$ cat config.mk
export PLATFORM = sky130hd
export DESIGN_NAME = ilir_cell
export DESIGN_NICKNAME = d
export VERILOG_FILES = /design/src/ilir_pkg.sv /design/src/ilir_cell.sv
export SDC_FILE = /design/constraint.sdc
export NUM_CORES = 1
export LEC_CHECK = 0
export BUFFER_PORTS_ARGS = -buffer_cell sky130_fd_sc_hd__buf_2
export CAP_MARGIN = 20
export CORE_UTILIZATION = 40
export CTS_CLUSTER_SIZE = 12
export DETAILED_ROUTE_END_ITERATION = 8
export PLACE_DENSITY = 0.86
export SYNTH_ARGS = -nofsm -noshare
export SYNTH_HDL_FRONTEND = slang
export SYNTH_SLANG_ARGS = --single-unit
export TNS_END_PERCENT = 1
$ cat constraint.sdc
create_clock -name clk_i -period 9.5 [get_ports clk_i]
set_clock_uncertainty 0.15 [all_clocks]
set_input_delay 1.9 -clock clk_i [delete_from_list [all_inputs] [get_ports clk_i]]
set_output_delay 1.9 -clock clk_i [all_outputs]
set_load 0.05 [all_outputs]
$ cat src/ilir_pkg.sv
// Shared types and constants for the indexed list insert/remove block.
// No dependencies; used by ilir_cell and indexed_list_insert_remove.
package ilir_pkg;

  localparam int unsigned DataW   = 32;
  localparam int unsigned PosW    = 7;
  localparam int unsigned CountW  = 7;
  localparam int unsigned StatusW = 2;

  typedef enum logic [1:0] {
    REQ_GET    = 2'd0,
    REQ_SET    = 2'd1,
    REQ_INSERT = 2'd2,
    REQ_REMOVE = 2'd3
  } req_e;

  localparam logic [StatusW-1:0] ST_DONE  = 2'd0;
  localparam logic [StatusW-1:0] ST_RANGE = 2'd1;
  localparam logic [StatusW-1:0] ST_FULL  = 2'd2;

  // Command broadcast from the control to every cell in the chain.
  typedef struct packed {
    logic wr;  // request is valid and changes the list
    req_e op;
  } cmd_t;

endpackage

$ cat src/ilir_cell.sv
// One storage cell of the list chain: holds one entry and takes data from
// its lower or upper neighbor on insert or remove. Depends on ilir_pkg.
module ilir_cell #(
  parameter int unsigned Idx = 0,
  parameter int unsigned PW  = 7
) (
  input  logic                      clk_i,
  input  ilir_pkg::cmd_t            cmd_i,
  input  logic [PW-1:0]             pos_i,
  input  logic [ilir_pkg::DataW-1:0] value_i,
  input  logic [ilir_pkg::DataW-1:0] prev_i,
  input  logic [ilir_pkg::DataW-1:0] next_i,
  output logic [ilir_pkg::DataW-1:0] cell_o,
  output logic [ilir_pkg::DataW-1:0] hit_o
);

  logic [ilir_pkg::DataW-1:0] cell_q, cell_d;
  logic                       hit, above;

  assign hit   = (pos_i == PW'(Idx));
  assign above = (pos_i < PW'(Idx));

  always_comb begin
    cell_d = cell_q;
    if (cmd_i.wr) begin
      unique case (cmd_i.op)
        ilir_pkg::REQ_SET: begin
          if (hit) cell_d = value_i;
        end
        ilir_pkg::REQ_INSERT: begin
          if (hit) cell_d = value_i;
          else if (above) cell_d = prev_i;
        end
        ilir_pkg::REQ_REMOVE: begin
          if (hit || above) cell_d = next_i;
        end
        default: cell_d = cell_q;
      endcase
    end
  end

  always_ff @(posedge clk_i) begin
    cell_q <= cell_d;
  end

  assign cell_o = cell_q;
  assign hit_o  = hit ? cell_q : '0;

endmodule
# == Yosys cells after proc, flatten, opt, wreduce, memory -nomap -nowiden ==
# Index checks and enable logic that the tools add are counted.
# classes
n_addsub,0
multipliers,0
div_mod_pow,0
n_lt_le_gt_ge,1
eq_ne,6
n_shift,0
muxes,6
n_bitwise,0
n_reduce_logical,4
# ops
operator,n
$mux 32,5
$pmux 32 s3,1
$logic_not 7->1,1
$lt 7x1->1 const B,1
$reduce_and 5->1,1
$eq 2x2->1 const B,2
$ne 2x2->1 const B,2
$ne 3x3->1 const B,1
$reduce_bool 3->1,1
$eq 2x1->1 const B,1
$logic_or 1x1->1,1
# totals
regBits,32
latch_bits,0
ram_bits,0
mem_bits_ro,0
inputBits,107
output_inout_bits,64
elab_cells,18
n_memories,0

# == Longest topological paths before layout ==
# depth
ltp_word,4
mapped_depth,4

# == Worst setup path before layout ==
# OpenSTA, ideal clock, no wires.
# synth_timing
kind,input to output
startpoint,in pos_i[2]
endpoint,out hit_o[0] in the netlist's numbering
arrival_time_ps,3655
setup_slack_ps,3795
path_stages,3
n_path_buf,1
path_cell_list,or4_4 -> buf_6 -> nor3_1
# synth_via
elab_chain_len,2
# synth_rtl
element,line,text
start: declaration,ilir_cell.sv:9,"input logic [PW-1:0] pos_i,"
$logic_not 7->1,ilir_cell.sv:20,assign hit = (pos_i == PW'(Idx));
$mux 32,ilir_cell.sv:47,assign hit_o = hit ? cell_q : '0;
end: declaration,ilir_cell.sv:14,output logic [ilir_pkg::DataW-1:0] hit_o
# Every way passes these cells.

# == Final worst setup path ==
# layout_timing
startpoint,in pos_i[1]
endpoint,out hit_o[0] in the netlist's numbering
# Same word-level chain as after synthesis.

==> flow_results.org <==
** Clock network
- The clock net in this run drives a total of 32 sinks.
- CTS placed an instance of sky130_fd_sc_hd__clkbuf_8 at the clock tree root.
- The clock tree synthesis step divided the H-tree into 2 levels.
- Clock tree synthesis inserted a total of 5 buffers.
- CTS hold repair buffers :: 0
- Clock edge transition at the registers on the reported setup and hold paths :: 0.06 ns
- The longest clock path from root to sink contains 2 buffers.
- Gates resized during post-CTS repair numbered 0.
- In this run the post-CTS setup repair buffer count came out at 0.
- CTS tree :: done

** Route
- Routed vias/inst :: 4.69
- Summed over all layers, the routed wires come to 4280 µm.
- Detailed Route Iter0 Violations :: 52
- DR pass1 iterations :: 6
- After detailed routing, the average wire length per cell comes to 12.9 µm.
- Remaining design rule violation count :: 20
- Once detail routing completed, the nets flagged for antenna violations numbered 0.
- Overall via count from detail_route :: 1557

** Global routing
- The first global-routing pass estimated 6530 µm of wire.
- Number of antenna violations at the first check in global routing :: 0
- GRT Residual Overflow :: 0
- The number of global-route vias before repair came to 1472.
- For this run, the total global-route usage over all layers was measured as 0.172.
- Entering global routing, the biggest net connects 34 pins.

** Finish
- Layout overhead on the synthesized area :: 39.6%
- The register with the most flip-flops in the layout has 32 of them.
- 0 antenna diodes ended up in the layout.
- Share of final-layout standard cells stronger than drive strength 1 :: 0.750
- In the final design database the tool counted 387 nets.

** Power and ir drop
- Power spread over the standard cell area amounts to 109 nW/µm².
- Worst voltage drop across the vdd grid :: 0.0000960 V
- In this run the static leakage power is 1.26 nW.
- Power comes to 0.288 mW.

** Floorplanning
- Die span in y :: 70.7 µm
- Initial Util :: 0.425
- The die is 70.7 µm wide.
- The floorplan step defined a die boundary enclosing 5000 µm².
- Core Region :: 4440 µm²
- The floorplan has 24 rows.
- For this design the top-level I/O count stands at 171.

** Setup path
- Startpoint class of the critical path :: primary input
- The critical path contains buffers and inverters numbering 2 combined.
- Kind of capture point of the worst setup path :: primary output
- Number of logic stages on the critical path including buffering :: 4
- Of all nets on the critical path, the largest fanout is 33.
- The largest individual stage delay along the critical path comes from the cell sky130_fd_sc_hd__or3_2.
- Grouping stages by cell kind, the critical path spends the most delay in simple AND/OR/NAND/NOR gates.
- Sequence of cells on the critical path :: buf_2, or3_2, nor3_1, buf_2
- The setup path with the least slack is of type primary input to primary output.
- Arrival time at the worst endpoint :: 3.47 ns
- For the worst setup path, the data required time is 7.45 ns.
- Crit path top cell by count :: sky130_fd_sc_hd__buf_2
- In this design, the stage delay of the slowest critical-path cell is 0.87 ns.

** Run
- Number of max-cap violations :: 0

** Synth
- Ranked by instance count, the synthesized netlist is headed by 32 x sky130_fd_sc_hd__edfxtp_1, 32 x sky130_fd_sc_hd__inv_1, 32 x sky130_fd_sc_hd__mux2_2, 30 x sky130_fd_sc_hd__nor3_2, 6 x sky130_fd_sc_hd__buf_2.
- For this run, the register share of the synthesized area comes to 0.509.
- Each instance of the synthesized netlist takes up on average 13.1 µm².
- The share of synthesized area in the top cell type comes to 0.509.
- Proportion of synthesized flip-flops having asynchronous set or reset :: 0
- Among all flip-flop cells after synthesis, the most frequent one is sky130_fd_sc_hd__edfxtp_1.
- The synthesized design contains 32 register bits.
- Net count of the mapped netlist :: 251
- Measured against the total synthesized area, the mux share comes to 0.191.
- Post-synthesis instance area :: 1890 µm²
- Yosys synthesis warning count :: 0
- Synthesis instantiated 13 different standard cells from the library.
- Of all cell types, the one taking the most synthesized area is sky130_fd_sc_hd__edfxtp_1.
- Yosys attributes the largest share of cell area to sky130_fd_sc_hd__edfxtp_1 51%, sky130_fd_sc_hd__mux2_2 19%, sky130_fd_sc_hd__nor3_2 16%, sky130_fd_sc_hd__inv_1 6.4%, sky130_fd_sc_hd__buf_12 3.2%.
- Number of instances in the synthesized netlist :: 144
- Of the total synthesized cell area, the portion taken by AND, OR, NAND and NOR gates is 0.178.
- Of the total synthesized cell area, the portion taken by full adders, half adders and majority gates is 0.
- Synthesized-area fraction occupied by ao, oa, aoi and oai cells :: 0.00265
- After synthesis, the largest family of logic cells by area is multiplexers.
- Post-Synth XOR/XNOR Area :: 0
- Number of synthesized flops with an enable pin :: 32

** STA
- Worst Max-Slew Pin Slew :: 0.934 ns
- The number of hold violations in the final report is 0.
- Setup repair after global routing missed its margin :: no
- The worst pin sits at a relative slew slack of 0.377.
- Of the available clock period, the critical path in the final layout requires 0.581.
- Minimum clock period :: 5.52 ns
- Total of endpoints with negative setup slack in the final report :: 0
- F_max :: 181 MHz
- Setup TNS :: 0 ns
- The number of slew-limit violations in the final report was 0.

** Outcome
- Result of the run :: finished with violations
- Failing checks :: design-rule violations

** Place
- IO buf count :: 138
- RePlAce Congestion :: 0.667
- Half-perimeter wire length after placement :: 3230 µm

** Min path
- Worst min-delay path endpoint :: cell_o[13]$_DFFE_PP_
- Worst Hold Class :: primary input to flip-flop
- Along the worst hold path, the cell count comes to 2.
- The worst hold path begins at value_i[13].
how the worst max path moves through the flow:
stage,startpoint,slack (ns),to
after floorplan,pos_i[2],3.79,hit_o[0]
after global placement,pos_i[1],4.03,hit_o[31]
after detailed placement,pos_i[1],3.97,hit_o[0]
after CTS,pos_i[1],3.97,hit_o[0]
after global routing,pos_i[1],3.92,hit_o[0]
final,pos_i[1],3.98,hit_o[0]
logic make-up (layout without fill, tap and decap cells):
group / Yosys count / after routing
buffers and inverters: 43 / 179
AO/OA/AOI/OAI: 1 / 1
flip-flops: 32 / 32
multiplexers: 32 / 32
AND/OR/NAND/NOR: 36 / 36
final cells by class:
cell class	instances	area, µm²
Sequential cell	32	961
Clock buffer	5	68.8
Tap cell	52	65.1
Inverter	32	120
Timing Repair Buffer	140	706
Clock inverter	2	7.51
Fill cell	374	1810
Multi-Input combinational cell	69	708
power breakdown:
group / total (mW) / switching (mW) / internal [mW]
logic: 0.0386 / 0.0170 / 0.0216
registers: 0.157 / 0.000183 / 0.157
clock network: 0.0925 / 0.0444 / 0.0482
routing by layer:
layer	share of wire	wire length, µm	track usage
met1	0.35	1490	0.165
met2	0.55	2340	0.333
met3	0.086	367	0.0513
met4	0.019	82	0.0822
met5	0	0	0
stage by stage:
| step | hold slack, ns | std cells | util | setup WS [ns] | area (µm²) |
|---|---|---|---|---|---|
| after floorplan | 1.97 | 144 | - | 3.79 | 1890 |
| after global placement | 2.05 | 325 | 0.576 | 4.03 | 2560 |
| after detailed placement | 2.05 | 325 | 0.576 | 3.97 | 2560 |
| after CTS | 1.77 | 332 | 0.593 | 3.97 | 2640 |
| after global routing | 1.76 | 332 | 0.593 | 3.92 | 2640 |
| final | 1.77 | 332 | 0.593 | 3.98 | 2640 |
layout by cell type, fill, tap and decap left out:
cell type	count
sky130_fd_sc_hd__or3_2	1
sky130_fd_sc_hd__or4_4	1
sky130_fd_sc_hd__nand2_1	1
sky130_fd_sc_hd__edfxtp_1	32
sky130_fd_sc_hd__mux2_2	32
sky130_fd_sc_hd__nor3_1	2
sky130_fd_sc_hd__clkinv_1	2
sky130_fd_sc_hd__buf_2	138
sky130_fd_sc_hd__inv_1	32
sky130_fd_sc_hd__o21ai_0	1
sky130_fd_sc_hd__nor3_2	31
sky130_fd_sc_hd__buf_4	2
sky130_fd_sc_hd__clkbuf_8	5
(Power assumes the default switching activity.)
